`config.mk`:
```
export PLATFORM = sky130hd
export DESIGN_NAME = touch_sample_qualify_and_map_core_flat
export DESIGN_NICKNAME = d
export VERILOG_FILES = /design/src/sv/tsqm_pkg.sv /design/src/sv/tsqm_ifs.sv /design/src/sv/tsqm_div.sv /design/src/sv/touch_sample_qualify_and_map_core.sv /design/src/flat_wrapper.sv
export VERILOG_INCLUDE_DIRS = /design/src /design/src/sv
export SDC_FILE = /design/constraint.sdc
export NUM_CORES = 1
export LEC_CHECK = 0
export BUFFER_PORTS_ARGS = -buffer_cell sky130_fd_sc_hd__buf_2
export CORE_MARGIN = 2
export CORE_UTILIZATION = 63
export CTS_CLUSTER_SIZE = 25
export DETAILED_ROUTE_END_ITERATION = 16
export PLACE_DENSITY_LB_ADDON = 0.15
export SLEW_MARGIN = 0
export SYNTH_ARGS = -nofsm -noshare
export SYNTH_HDL_FRONTEND = slang
export SYNTH_SLANG_ARGS = --single-unit
```
`constraint.sdc`:
```
create_clock -name clk -period 9.9 [get_ports clk]
set_input_delay 1.485 -clock clk [delete_from_list [all_inputs] [get_ports clk]]
set_output_delay 1.485 -clock clk [all_outputs]
set_load 0.01 [all_outputs]
```
`src/sv/touch_sample_qualify_and_map_core_macros.svh`:
```
// assertion macros for the touch sample qualify and map core
`ifndef TOUCH_SAMPLE_QUALIFY_AND_MAP_CORE_MACROS_SVH
`define TOUCH_SAMPLE_QUALIFY_AND_MAP_CORE_MACROS_SVH

// same-cycle implication, checked outside reset
`define TSQM_ASSERT_NOW(lbl, ante, cons, msg) \
  lbl: assert property (@(posedge clk) disable iff (rst) (ante) |-> (cons)) else $error(msg);

// next-cycle implication, checked outside reset
`define TSQM_ASSERT_NEXT(lbl, ante, cons, msg) \
  lbl: assert property (@(posedge clk) disable iff (rst) (ante) |=> (cons)) else $error(msg);

`endif

```
`src/sv/tsqm_pkg.sv`:
```
// shared constants and types for the touch sample qualify and map core
package tsqm_pkg;

  // screen and qualification constants
  localparam int VIEW_W          = 320;
  localparam int VIEW_H          = 240;
  localparam int DEADBAND        = 20;
  localparam int ATTEMPTS        = 5;
  localparam int HOLD_MS         = 50;
  localparam int RESET_THRESHOLD = 350;
  localparam int MIN_THRESHOLD   = 20;

  // orientation bits
  localparam int ORIENT_SWAP  = 0;
  localparam int ORIENT_INV_X = 1;
  localparam int ORIENT_INV_Y = 2;

  // datapath widths
  localparam int RAW_W     = 16;
  localparam int VIEW_MAX  = (VIEW_W > VIEW_H) ? VIEW_W : VIEW_H;
  localparam int VIEW_BITS = $clog2(VIEW_MAX + 1);
  localparam int PROD_W    = RAW_W + VIEW_BITS;
  localparam int CNT_W     = $clog2(PROD_W + 1);

  // register indexes of the config port
  typedef enum logic [2:0] {
    CFG_X_OFFSET    = 3'd0,
    CFG_X_SPAN      = 3'd1,
    CFG_Y_OFFSET    = 3'd2,
    CFG_Y_SPAN      = 3'd3,
    CFG_ORIENT_MODE = 3'd4,
    CFG_PRESS_THR   = 3'd5
  } cfg_idx_t;

  // sample phase codes within one attempt
  localparam logic [1:0] PH_FIRST  = 2'd0;
  localparam logic [1:0] PH_SECOND = 2'd1;
  localparam logic [1:0] PH_THIRD  = 2'd2;

  // divider request and response
  typedef struct packed {
    logic              start;
    logic [PROD_W-1:0] dividend;
    logic [RAW_W-1:0]  divisor;
  } div_req_t;

  typedef struct packed {
    logic              busy;
    logic              done;
    logic [PROD_W-1:0] quotient;
  } div_rsp_t;

endpackage

```
`src/sv/tsqm_ifs.sv`:
```
// handshake interfaces for samples, results and config writes

// raw panel sample channel
interface tsqm_sample_if;
  logic        valid;
  logic        ready;
  logic [15:0] raw_x;
  logic [15:0] raw_y;
  logic [15:0] raw_z;
  logic [31:0] now_ms;

  modport source (output valid, raw_x, raw_y, raw_z, now_ms, input ready);
  modport sink   (input valid, raw_x, raw_y, raw_z, now_ms, output ready);
endinterface

// touch result channel
interface tsqm_result_if;
  logic       valid;
  logic       ready;
  logic       pressed;
  logic [8:0] touch_x;
  logic [7:0] touch_y;

  modport source (output valid, pressed, touch_x, touch_y, input ready);
  modport sink   (input valid, pressed, touch_x, touch_y, output ready);
endinterface

// config register write channel
interface tsqm_cfg_if;
  logic        valid;
  logic        ready;
  logic [2:0]  index;
  logic [15:0] data;

  modport source (output valid, index, data, input ready);
  modport sink   (input valid, index, data, output ready);
endinterface

```
`src/sv/tsqm_div.sv`:
```
// serial restoring divider, one quotient bit per cycle
module tsqm_div (
  input  logic              clk,
  input  logic              rst,
  input  tsqm_pkg::div_req_t req,
  output tsqm_pkg::div_rsp_t rsp
);

  logic [tsqm_pkg::PROD_W-1:0] quo;
  logic [tsqm_pkg::RAW_W-1:0]  rem;
  logic [tsqm_pkg::RAW_W-1:0]  dvs;
  logic [tsqm_pkg::CNT_W-1:0]  cnt;
  logic                        busy;
  logic                        done;

  logic [tsqm_pkg::RAW_W:0]    rem_sh;
  logic [tsqm_pkg::RAW_W+1:0]  diff;
  logic                        ge;

  // trial subtract of the shifted remainder
  always_comb begin
    rem_sh = {rem, quo[tsqm_pkg::PROD_W-1]};
    diff   = {1'b0, rem_sh} - {2'b00, dvs};
    ge     = ~diff[tsqm_pkg::RAW_W+1];
  end

  // control: run until every dividend bit has been shifted through
  always_ff @(posedge clk) begin
    if (rst) begin
      busy <= 1'b0;
      done <= 1'b0;
      cnt  <= '0;
    end else begin
      done <= 1'b0;
      if (req.start) begin
        busy <= 1'b1;
        cnt  <= tsqm_pkg::CNT_W'(tsqm_pkg::PROD_W);
      end else if (busy) begin
        cnt <= cnt - 1'b1;
        if (cnt == tsqm_pkg::CNT_W'(1)) begin
          busy <= 1'b0;
          done <= 1'b1;
        end
      end
    end
  end

  // datapath: quotient bits shift in where dividend bits leave
  always_ff @(posedge clk) begin
    if (req.start) begin
      quo <= req.dividend;
      rem <= '0;
      dvs <= req.divisor;
    end else if (busy) begin
      rem <= ge ? diff[tsqm_pkg::RAW_W-1:0] : rem_sh[tsqm_pkg::RAW_W-1:0];
      quo <= {quo[tsqm_pkg::PROD_W-2:0], ge};
    end
  end

  assign rsp.busy     = busy;
  assign rsp.done     = done;
  assign rsp.quotient = quo;

endmodule

```
`src/sv/touch_sample_qualify_and_map_core.sv`:
```
// top level: sample qualification, hold deadline and calibrated screen mapping
//
//   channel  dir  handshake      payload
//   sample   in   valid / ready  raw_x, raw_y, raw_z, now_ms
//   result   out  valid / ready  pressed, touch_x, touch_y
//   cfg      in   valid / ready  index, data (ready always high)
//
// a sample that does not end an update is taken back to back while the sequencer is idle.
// a sample that ends an update with a pass holds the input off while both axes map:
// per axis a start state, a wait for the divider and a fix-up state, then a load.
// an update with no passing attempt holds the input off only for the load.
// a new result waits for the result register to empty; samples are held off meanwhile.
// rst is synchronous and restores the register defaults and the attempt state.
`include "touch_sample_qualify_and_map_core_macros.svh"

module touch_sample_qualify_and_map_core (
  input logic            clk,
  input logic            rst,
  tsqm_sample_if.sink    sample,
  tsqm_result_if.source  result,
  tsqm_cfg_if.sink       cfg
);

  typedef enum logic [4:0] {
    ST_IDLE = 5'b00001,
    ST_MUL  = 5'b00010,
    ST_DIV  = 5'b00100,
    ST_FIX  = 5'b01000,
    ST_FIN  = 5'b10000
  } state_t;

  // config registers
  logic [15:0] x_offset, x_span, y_offset, y_span, press_threshold;
  logic [2:0]  orient_mode;

  // qualification state
  logic [2:0]  attempt_index;
  logic [1:0]  sample_phase;
  logic [15:0] first_x, first_y, latched_x, latched_y;
  logic [2:0]  pass_count;
  logic [15:0] active_threshold;
  logic [31:0] hold_deadline;

  // mapping sequencer
  state_t      st;
  logic        axis;
  logic        neg;
  logic        zero_res;
  logic [15:0] mx, my;

  // result register
  logic        out_valid;
  logic        out_pressed;
  logic [8:0]  out_x;
  logic [7:0]  out_y;

  tsqm_pkg::div_req_t div_req;
  tsqm_pkg::div_rsp_t div_rsp;

  logic        accept;
  logic        start_upd;
  logic [15:0] thr_cfg, thr_use;
  logic        low_z;
  logic [16:0] dx, dy;
  logic [15:0] adx, ady;
  logic        near;
  logic        attempt_done;
  logic        attempt_pass;
  logic [2:0]  attempt_next;
  logic        last;
  logic [2:0]  pass_next;
  logic [1:0]  sample_phase_next;
  logic [15:0] active_threshold_next;

  logic [15:0] map_raw, map_off, map_span;
  logic [16:0] map_d;
  logic [15:0] map_mag;
  logic [15:0] view16;
  logic [15:0] q16, sv_val, fix_val;
  logic        map_inv;
  logic        out_free;
  logic        in_view;
  logic        out_in_view;
  logic        out_blank;

  assign accept   = sample.valid && sample.ready;
  assign out_free = !out_valid || result.ready;

  // config writes, taken every cycle
  always_ff @(posedge clk) begin
    if (rst) begin
      x_offset        <= 16'd1;
      x_span          <= 16'd1;
      y_offset        <= 16'd1;
      y_span          <= 16'd1;
      orient_mode     <= 3'd0;
      press_threshold <= 16'(tsqm_pkg::RESET_THRESHOLD);
    end else if (cfg.valid && cfg.ready) begin
      unique case (tsqm_pkg::cfg_idx_t'(cfg.index))
        tsqm_pkg::CFG_X_OFFSET:    x_offset        <= cfg.data;
        tsqm_pkg::CFG_X_SPAN:      x_span          <= cfg.data;
        tsqm_pkg::CFG_Y_OFFSET:    y_offset        <= cfg.data;
        tsqm_pkg::CFG_Y_SPAN:      y_span          <= cfg.data;
        tsqm_pkg::CFG_ORIENT_MODE: orient_mode     <= cfg.data[2:0];
        tsqm_pkg::CFG_PRESS_THR:   press_threshold <= cfg.data;
        default: ;
      endcase
    end
  end

  assign cfg.ready = 1'b1;

  // threshold pick and per-sample checks
  always_comb begin
    start_upd = (attempt_index == 3'd0) && (sample_phase == tsqm_pkg::PH_FIRST);
    thr_cfg   = (press_threshold < 16'(tsqm_pkg::MIN_THRESHOLD)) ?
                16'(tsqm_pkg::MIN_THRESHOLD) : press_threshold;
    active_threshold_next = (hold_deadline > sample.now_ms) ?
                            16'(tsqm_pkg::MIN_THRESHOLD) : thr_cfg;
    thr_use = start_upd ? active_threshold_next : active_threshold;
    low_z   = sample.raw_z <= thr_use;

    dx   = {1'b0, sample.raw_x} - {1'b0, first_x};
    dy   = {1'b0, sample.raw_y} - {1'b0, first_y};
    adx  = dx[16] ? 16'(-dx) : dx[15:0];
    ady  = dy[16] ? 16'(-dy) : dy[15:0];
    near = (adx <= 16'(tsqm_pkg::DEADBAND)) && (ady <= 16'(tsqm_pkg::DEADBAND));

    attempt_done      = 1'b0;
    attempt_pass      = 1'b0;
    sample_phase_next = sample_phase;
    priority if (sample_phase == tsqm_pkg::PH_FIRST) begin
      if (low_z) attempt_done = 1'b1;
      else sample_phase_next = tsqm_pkg::PH_SECOND;
    end else if (sample_phase == tsqm_pkg::PH_SECOND) begin
      if (low_z) attempt_done = 1'b1;
      else sample_phase_next = tsqm_pkg::PH_THIRD;
    end else begin
      attempt_pass = near;
      attempt_done = 1'b1;
    end
    if (attempt_done) sample_phase_next = tsqm_pkg::PH_FIRST;

    attempt_next = attempt_index + 3'd1;
    last         = attempt_done && (attempt_next >= 3'(tsqm_pkg::ATTEMPTS));
    pass_next    = pass_count + {2'b00, attempt_pass};
  end

  // qualification state, updated per accepted sample
  always_ff @(posedge clk) begin
    if (rst) begin
      attempt_index    <= 3'd0;
      sample_phase     <= tsqm_pkg::PH_FIRST;
      first_x          <= 16'd0;
      first_y          <= 16'd0;
      latched_x        <= 16'd0;
      latched_y        <= 16'd0;
      pass_count       <= 3'd0;
      active_threshold <= 16'd0;
      hold_deadline    <= 32'd0;
    end else if (accept) begin
      if (start_upd) active_threshold <= active_threshold_next;
      sample_phase <= sample_phase_next;
      if (sample_phase == tsqm_pkg::PH_FIRST && !low_z) begin
        first_x <= sample.raw_x;
        first_y <= sample.raw_y;
      end
      if (attempt_pass) begin
        latched_x <= first_x;
        latched_y <= first_y;
      end
      if (last) begin
        attempt_index <= 3'd0;
        pass_count    <= 3'd0;
        hold_deadline <= (pass_next == 3'd0) ? 32'd0 :
                         sample.now_ms + 32'(tsqm_pkg::HOLD_MS);
      end else begin
        if (attempt_done) attempt_index <= attempt_next;
        pass_count <= pass_next;
      end
    end
  end

  // axis operands: offset removal, magnitude and sign
  always_comb begin
    map_raw  = (orient_mode[tsqm_pkg::ORIENT_SWAP] ^ axis) ? latched_y : latched_x;
    map_off  = axis ? y_offset : x_offset;
    map_span = axis ? y_span : x_span;
    if (map_off == 16'd0) map_off = 16'd1;
    if (map_span == 16'd0) map_span = 16'd1;
    view16   = axis ? 16'(tsqm_pkg::VIEW_H) : 16'(tsqm_pkg::VIEW_W);
    map_inv  = axis ? orient_mode[tsqm_pkg::ORIENT_INV_Y] :
                      orient_mode[tsqm_pkg::ORIENT_INV_X];
    map_d    = {1'b0, map_raw} - {1'b0, map_off};
    map_mag  = map_d[16] ? 16'(-map_d) : map_d[15:0];

    div_req.start    = (st == ST_MUL);
    div_req.dividend = tsqm_pkg::PROD_W'(map_mag) *
                       tsqm_pkg::PROD_W'(axis ? tsqm_pkg::VIEW_H : tsqm_pkg::VIEW_W);
    div_req.divisor  = map_span;

    // sign back on, wrap to 16 bits, optional invert
    q16     = div_rsp.quotient[15:0];
    sv_val  = neg ? 16'(-q16) : q16;
    fix_val = map_inv ? 16'(view16 - sv_val) : sv_val;

    in_view = (mx < 16'(tsqm_pkg::VIEW_W)) && (my < 16'(tsqm_pkg::VIEW_H));
  end

  tsqm_div u_div (
    .clk (clk),
    .rst (rst),
    .req (div_req),
    .rsp (div_rsp)
  );

  // mapping sequencer
  always_ff @(posedge clk) begin
    if (rst) begin
      st   <= ST_IDLE;
      axis <= 1'b0;
    end else begin
      unique case (st)
        ST_IDLE: begin
          if (accept && last) begin
            axis <= 1'b0;
            st   <= (pass_next == 3'd0) ? ST_FIN : ST_MUL;
          end
        end
        ST_MUL:  st <= ST_DIV;
        ST_DIV:  if (div_rsp.done) st <= ST_FIX;
        ST_FIX: begin
          if (axis) begin
            st <= ST_FIN;
          end else begin
            axis <= 1'b1;
            st   <= ST_MUL;
          end
        end
        ST_FIN:  if (out_free) st <= ST_IDLE;
        default: st <= ST_IDLE;
      endcase
    end
  end

  // sequencer payload
  always_ff @(posedge clk) begin
    if (st == ST_IDLE && accept && last) zero_res <= (pass_next == 3'd0);
    if (st == ST_MUL) neg <= map_d[16];
    if (st == ST_FIX) begin
      if (axis) my <= fix_val;
      else mx <= fix_val;
    end
  end

  // result register
  always_ff @(posedge clk) begin
    if (rst) begin
      out_valid <= 1'b0;
    end else if (st == ST_FIN && out_free) begin
      out_valid <= 1'b1;
    end else if (result.ready) begin
      out_valid <= 1'b0;
    end
  end

  always_ff @(posedge clk) begin
    if (st == ST_FIN && out_free) begin
      if (zero_res || !in_view) begin
        out_pressed <= 1'b0;
        out_x       <= 9'd0;
        out_y       <= 8'd0;
      end else begin
        out_pressed <= 1'b1;
        out_x       <= mx[8:0];
        out_y       <= my[7:0];
      end
    end
  end

  assign sample.ready   = (st == ST_IDLE);
  assign result.valid   = out_valid;
  assign result.pressed = out_pressed;
  assign result.touch_x = out_x;
  assign result.touch_y = out_y;

  // result register contents seen by the checks
  assign out_in_view = (out_x < 9'(tsqm_pkg::VIEW_W)) && (out_y < 8'(tsqm_pkg::VIEW_H));
  assign out_blank   = (out_x == 9'd0) && (out_y == 8'd0);

  // checks
  `TSQM_ASSERT_NOW(a_div_done_in_div, div_rsp.done, st == ST_DIV, "divider done outside wait")
  `TSQM_ASSERT_NEXT(a_mul_then_div, st == ST_MUL, st == ST_DIV && div_rsp.busy, "no divide")
  `TSQM_ASSERT_NOW(a_pressed_in_view, out_valid && out_pressed, out_in_view, "pressed off view")
  `TSQM_ASSERT_NOW(a_released_zero, out_valid && !out_pressed, out_blank, "released with point")

endmodule

```
`src/flat_wrapper.sv`:
```
// flat-port wrapper written by rule: the top's interface ports become plain ports
module touch_sample_qualify_and_map_core_flat 
  (clk, rst, sample_valid, sample_raw_x, sample_raw_y, sample_raw_z, sample_now_ms, sample_ready, result_valid, result_pressed, result_touch_x, result_touch_y, result_ready, cfg_valid, cfg_index, cfg_data, cfg_ready);
  tsqm_sample_if sample_i ();
  tsqm_result_if result_i ();
  tsqm_cfg_if cfg_i ();
  input logic clk;
  input logic rst;
  input wire logic [$bits(sample_i.valid)-1:0] sample_valid;
  input wire logic [$bits(sample_i.raw_x)-1:0] sample_raw_x;
  input wire logic [$bits(sample_i.raw_y)-1:0] sample_raw_y;
  input wire logic [$bits(sample_i.raw_z)-1:0] sample_raw_z;
  input wire logic [$bits(sample_i.now_ms)-1:0] sample_now_ms;
  output wire logic [$bits(sample_i.ready)-1:0] sample_ready;
  output wire logic [$bits(result_i.valid)-1:0] result_valid;
  output wire logic [$bits(result_i.pressed)-1:0] result_pressed;
  output wire logic [$bits(result_i.touch_x)-1:0] result_touch_x;
  output wire logic [$bits(result_i.touch_y)-1:0] result_touch_y;
  input wire logic [$bits(result_i.ready)-1:0] result_ready;
  input wire logic [$bits(cfg_i.valid)-1:0] cfg_valid;
  input wire logic [$bits(cfg_i.index)-1:0] cfg_index;
  input wire logic [$bits(cfg_i.data)-1:0] cfg_data;
  output wire logic [$bits(cfg_i.ready)-1:0] cfg_ready;
  assign sample_i.valid = sample_valid;
  assign sample_i.raw_x = sample_raw_x;
  assign sample_i.raw_y = sample_raw_y;
  assign sample_i.raw_z = sample_raw_z;
  assign sample_i.now_ms = sample_now_ms;
  assign sample_ready = sample_i.ready;
  assign result_valid = result_i.valid;
  assign result_pressed = result_i.pressed;
  assign result_touch_x = result_i.touch_x;
  assign result_touch_y = result_i.touch_y;
  assign result_i.ready = result_ready;
  assign cfg_i.valid = cfg_valid;
  assign cfg_i.index = cfg_index;
  assign cfg_i.data = cfg_data;
  assign cfg_ready = cfg_i.ready;
  touch_sample_qualify_and_map_core u_core (.clk(clk), .rst(rst), .sample(sample_i), .result(result_i), .cfg(cfg_i));
endmodule
```
; Word level (Yosys, flattened, before mapping)
; Index checks and enable logic that the tools add are counted.
[word_totals]
register_bits = 326
in_bits = 104
output_inout_bits = 21
elab_cells = 166
[classes]
add_sub_neg = 13
n_mul = 1
magnitude_cmp = 8
eq_ne = 16
muxes = 49
n_bitwise = 4
n_reduce_logical = 43
[op_table]
columns = op, n
row1 = two-way mux 16 bit, 13
row2 = negator 16 bit, 4
row3 = subtractor 16 x 16 -> 17 bit, 3
row4 = two-way mux 25 bit, 2
row5 = two-way mux 5 bit, 7
row6 = "adder 32 x 6 -> 32 bit, second input constant", 1
row7 = greater-than comparator 32 bit, 1
row8 = "less-or-equal comparator 16 x 5 -> 1 bit, second input constant", 2
row9 = logical NOT 16 bit, 2
row10 = two-way mux 32 bit, 1
row11 = AND reduction 2 bit, 13
row12 = multiplier 16 x 25 -> 25 bit, 1
row13 = case mux 5 bit (5 select lines), 1
row14 = two-way mux 9 bit, 2
row15 = subtractor 17 x 16 -> 18 bit, 1
row16 = less-or-equal comparator 16 bit, 1
row17 = "less-than comparator 16 x 5 -> 1 bit, second input constant", 1
row18 = "less-than comparator 16 x 8 -> 1 bit, second input constant", 1
row19 = "less-than comparator 16 x 9 -> 1 bit, second input constant", 1
row20 = subtractor 16 bit, 1
row21 = two-way mux 1 bit, 14
row22 = "== test 5 x 1 -> 1 bit, second input constant", 2
row23 = logical AND 1 bit, 10
row24 = two-way mux 2 bit, 5
row25 = other kinds (27), 44

; Longest topological paths before layout
[logic_depth]
depth_word = 12
mapped_depth = 39
ltp_nobuf = 36

; Hierarchy
; From an unflattened synthesis, not the netlist that was laid out.
[unflattened]
cells_unflattened = 2667
area_unflattened_um2 = 23238.5
[modules_own_cells]
columns = module, instances, cells_per_inst, area_each_um2, seq_area_each_um2
row1 = touch_sample_qualify_and_map_core, 1, 2332, 19621.3, 5765.5
row2 = tsqm_div, 1, 335, 3617.2, 1691.6

; Worst setup path before layout
; OpenSTA, ideal clock, no wires.
[synth_timing]
path_type = register to register
startpoint = register u_core.axis
endpoint = register u_core.u_div.quo[24] (netlist name) (data pin)
setup_time_ns = 0.266
t_arrival_ns = 8.812
required_time_ns = 9.634
setup_slack_ns = 0.822
path_stages_with_launch = 40
path_buffers = 3
synth_period_minus_slack_ns = 9.078
path_cell_list = dfxtp_1 > clkbuf_1 > clkbuf_1 > mux2i_1 > nand4_1 > or4_1 > nand2_1 > ha_1 > fa_1 > nor2b_1 > o21ai_0 > a21boi_1 > o21ai_0 > or4b_1 > a31o_2 > o41a_1 > inv_1 > buf_2 > [4 not listed] > inv_1 > fa_1 > fa_1 > inv_1 > ha_1 > ha_1 > fa_1 > a21o_1 > a21o_1 > a21o_1 > a21o_1 > a21oi_1 > o21ai_0 > o41a_1 > a211o_1 > a21oi_1 > xnor2_1 > o21ai_0
[synth_rtl]
columns = item, line
row1 = "start, declared", touch_sample_qualify_and_map_core.sv:46  ; logic axis;
row2 = "start signal, assigned", touch_sample_qualify_and_map_core.sv:221  ; axis <= 1'b0;
row3 = "start signal, assigned", touch_sample_qualify_and_map_core.sv:226  ; axis <= 1'b0;
row4 = "start signal, assigned", touch_sample_qualify_and_map_core.sv:236  ; axis <= 1'b1;
row5 = two-way mux 16 bit, touch_sample_qualify_and_map_core.sv:187  ; map_off = axis ? y_offset : x_offset;
row6 = logical NOT 16 bit, touch_sample_qualify_and_map_core.sv:189  ; if (map_off == 16'd0) map_off = 16'd1;
row7 = two-way mux 16 bit, touch_sample_qualify_and_map_core.sv:189
row8 = subtractor 16 x 16 -> 17 bit (*), touch_sample_qualify_and_map_core.sv:194  ; map_d = {1'b0, map_raw} - {1'b0, map_off};
row9 = net u_core.map_d[16], touch_sample_qualify_and_map_core.sv:76  ; logic [16:0] map_d;
row10 = two-way mux 16 bit (*), touch_sample_qualify_and_map_core.sv:195  ; map_mag = map_d[16] ? 16'(-map_d) : map_d[15:0];
row11 = multiplier 16 x 25 -> 25 bit (*), touch_sample_qualify_and_map_core.sv:198  ; div_req.dividend = tsqm_pkg::PROD_W'(map_mag) *
row12 = two-way mux 25 bit (*), tsqm_div.sv:50  ; if (req.start) begin
row13 = "end signal, assigned", tsqm_div.sv:51  ; quo <= req.dividend;
row14 = "end signal, assigned", tsqm_div.sv:56  ; quo <= {quo[tsqm_pkg::PROD_W-2:0], ge};
row15 = "end, declared", tsqm_div.sv:9  ; logic [tsqm_pkg::PROD_W-1:0] quo;
; The timed path passes the listed nets; every way through them passes the cells marked *.
; A chain may end at the register's enable or synchronous reset.

; Worst setup path in the final report
[layout_timing]
startpoint = register u_core.axis
endpoint = register u_core.u_div.quo[24] (netlist name) (data pin)
[layout_between]
elab_chain_cells = 8
[layout_lines]
columns = item, line
row1 = two-way mux 16 bit, touch_sample_qualify_and_map_core.sv:187
row2 = logical NOT 16 bit, touch_sample_qualify_and_map_core.sv:189
row3 = two-way mux 16 bit, touch_sample_qualify_and_map_core.sv:189
row4 = subtractor 16 x 16 -> 17 bit, touch_sample_qualify_and_map_core.sv:194
row5 = negator 16 bit, touch_sample_qualify_and_map_core.sv:195
row6 = two-way mux 16 bit, touch_sample_qualify_and_map_core.sv:195
row7 = multiplier 16 x 25 -> 25 bit (*), touch_sample_qualify_and_map_core.sv:198
row8 = two-way mux 25 bit (*), tsqm_div.sv:50
; Mark *: on every way between the ends. The rest lies on a longest branch, timed or not.

==> impl_metrics.tcl <==
set metrics [dict create \
    viasPerCell 5.94 \
    numCtsBuffers 37 \
    critPathLaunchType "register" \
    grt_max_degree 135 \
    cts_max_level 2 \
    cap_violations 0 \
    die_w_um 190 \
    synth_edf_count 93 \
    relSlewSlack 0.155 \
    drt_first_iter_violations 1235 \
    power.share.sequential 0.409 \
    synth_cells 2486 \
    critical_path_class "reg -> reg" \
    power_switching_w 0.000980 \
    finClkSkew_ns 0.0269 \
    max_stage_delay_ns 0.56 \
    synth_area_leaders "dfxtp_1 (21%), edfxtp_1 (13%), ha_1 (11%)" \
    grt_pass1_vias 17000 \
    ioPinCount 125 \
    switching_share 0.282 \
    synth.most_common_cell "nand2_1" \
    ys_warn_count 0 \
    period_minus_slack_ns 9.27 \
    max-vdd-ir-drop_mv 0.149 \
    pwr-share-comb 0.176 \
    core_um2 34300 \
    gr-total-overflow 0 \
    power.internal_w 0.00250 \
    min_period_over_period 0.936 \
    hold_path_depth 2 \
    fmax_ghz 0.108 \
    totalWireLength_um 50600 \
    synth_nets 2818 \
    synthToLayoutAreaGrowth_pct 9.85 \
    synth_area_um2 21800 \
    post-route-util 0.698 \
    synth-seq-cells 326 \
    finalNetCount 2881 \
    root_buffer "clkbuf_16" \
    setup_viol 0 \
    numClockSinks 326 \
    route.detailed.drc 0 \
    cp.arrival_ns 9.53 \
    grt_usage 0.277 \
    drive_above_1_share 0.112 \
    power_frac_clock 0.415 \
    synthArstFlopShare 0 \
    num_vias 18000 \
    cts_hold_buf 0 \
    synth-main-ff-cell "dfxtp_1" \
    dr.pass1.iters 5 \
    cp.required_ns 10.16 \
    synth_seq_area_share 0.342 \
    die_area_um2 36100 \
    crit_path_top_delay_cell "or4_1" \
    largest-register "u_core.hold_deadline" \
    r2r_cells 37 \
    ant_nets 0 \
    status "finished, final reports clean" \
    power.density_nw_per_um2 145 \
    gp_congestion 0.911 \
    rows 68 \
    yosys-top-cells-count "nand2_1 (289), a21oi_1 (241), dfxtp_1 (233)" \
    dp_hpwl_um 36900 \
    cp_max_fo 11 \
    portBuffers 123 \
    worst_pin_slew_ns 1.26 \
    cts_tree "done" \
    largest_reg_flops 32 \
    clkTransAtPathRegs_ns 0.06 \
    clock_path_buffers 3 \
    p_leak_nw 9.99 \
    drv_slew 0 \
    end_kind "register" \
    insertion_delay_ns 0.55 \
    yosys.cell_types.count 99 \
    yosysTopAreaCell "dfxtp_1" \
    rsz0062_at_grt "false" \
    routedWlPerCell_um 16.7 \
    die_h_um 190 \
    n_antenna_cell 0 \
    antenna_found_initial 0 \
    start_util 0.635 \
    hold_viol 0 \
    largestRegisters "u_core.hold_deadline (32), u_core.u_div.quo (25)" \
    fin_tns_setup_ns 0 \
    yosysTopAreaCellShare 0.214 \
    layout.cells.non_filler 3033 \
    syn_area_per_cell_um2 8.76 \
    grt_pass1_wl_um 83000 \
    dp.cells 2957 \
    min_path_type "reg -> reg" \
]
-- worst max-delay path: cells and delay by family, from the launching register on --
kind / cells / cell delay, ns
adder cells (fa/ha/maj): 8 / 2.66
AO/OA/AOI/OAI: 15 / 3.23
XOR/XNOR: 2 / 0.43
buffers and inverters: 4 / 0.44
AND/OR/NAND/NOR: 7 / 1.56
flip-flops: 1 / 0.44
multiplexers: 1 / 0.26
-- metrics by stage --
step | setup WS (ns) | cell area (um2) | total power (W) | hold slack, ns
floorplan | 0.822 | 21800 | 0.00191 | 0.432
global placement | 0.520 | 22600 | 0.00204 | 0.439
detailed placement | 0.204 | 22600 | 0.00206 | 0.443
CTS | 0.176 | 23900 | 0.00349 | 0.451
global route | 0.0577 | 23900 | 0.00362 | 0.472
finish | 0.629 | 23900 | 0.00348 | 0.452
-- cells in the final DEF, fill, tap and decap left out, types with 16 or more instances in the layout --
cell type	count
nand4_1	56
o21a_1	29
nor3_1	34
nand2_1	289
and2_1	36
inv_1	152
nor4_1	22
dfxtp_1	232
mux2i_1	70
edfxtp_1	93
buf_4	27
buf_2	122
nand3b_1	17
o31ai_1	44
fa_1	32
mux2_2	32
o21ai_0	88
a21o_1	33
nor2_1	176
xnor2_1	80
xor2_1	50
ha_1	196
nand2b_1	23
nand3_1	64
a21oi_1	241
nor2b_1	29
clkbuf_16	37
and3_1	16
-- area by class of cell --
class                   instances  area [um2]
fillers                      2754       10400
well taps                     455         569
repair buffers                150         825
flip-flops and latches        326        7460
inverters                     154         578
multi-input cells            1880       13200
clock inverters                21         305
clock buffers                  47         963
-- metal layers --
metal  wire length, um  GRT usage  part of all wire  vias up
li1                  -          -                 -     8974
met1             22700      0.370              0.45     8502
met2             24000      0.470              0.47      450
met3              2390     0.0367             0.047       95
met4              1460     0.0856             0.029        0
met5                 0          0                 0        -
-- worst paths after layout --
path | start | slack, ns | endpoint
worst max-delay path | u_core.axis | 0.63 | u_core.u_div.quo[24]
worst min-delay path | u_core.x_span[3] | 0.45 | u_core.x_span[3]
worst max register to register | u_core.axis | 0.63 | u_core.u_div.quo[24]
worst min register to register | u_core.x_span[3] | 0.45 | u_core.x_span[3]
-- timing repair --
action	in CTS	in global routing
resized for setup	0	4
hold endpoints to repair	0	0
endpoints found under the setup margin	0	3
setup buffers	0	8
-- power by group through the flow --
stage          clock [W]  sequential [W]  combinational, W
5_1_grt          0.00151         0.00143          0.000682
4_1_cts          0.00146         0.00142          0.000608
6_report         0.00144         0.00142          0.000612
2_1_floorplan          0         0.00144          0.000465
3_3_place_gp           0         0.00145          0.000586
3_5_place_dp           0         0.00145          0.000603
-- logic make-up after synthesis --
| group | count (synthesis) | synth area share |
|---|---|---|
| simple gates | 829 | 0.186 |
| fa+ha+maj | 228 | 0.142 |
| buf+inv | 280 | 0.0517 |
| compound gates | 586 | 0.175 |
| mux | 106 | 0.0507 |
| other cells | 1 | 0.000172 |
| xor+xnor | 130 | 0.0523 |
| flops | 326 | 0.342 |
(Power assumes the default switching activity.)
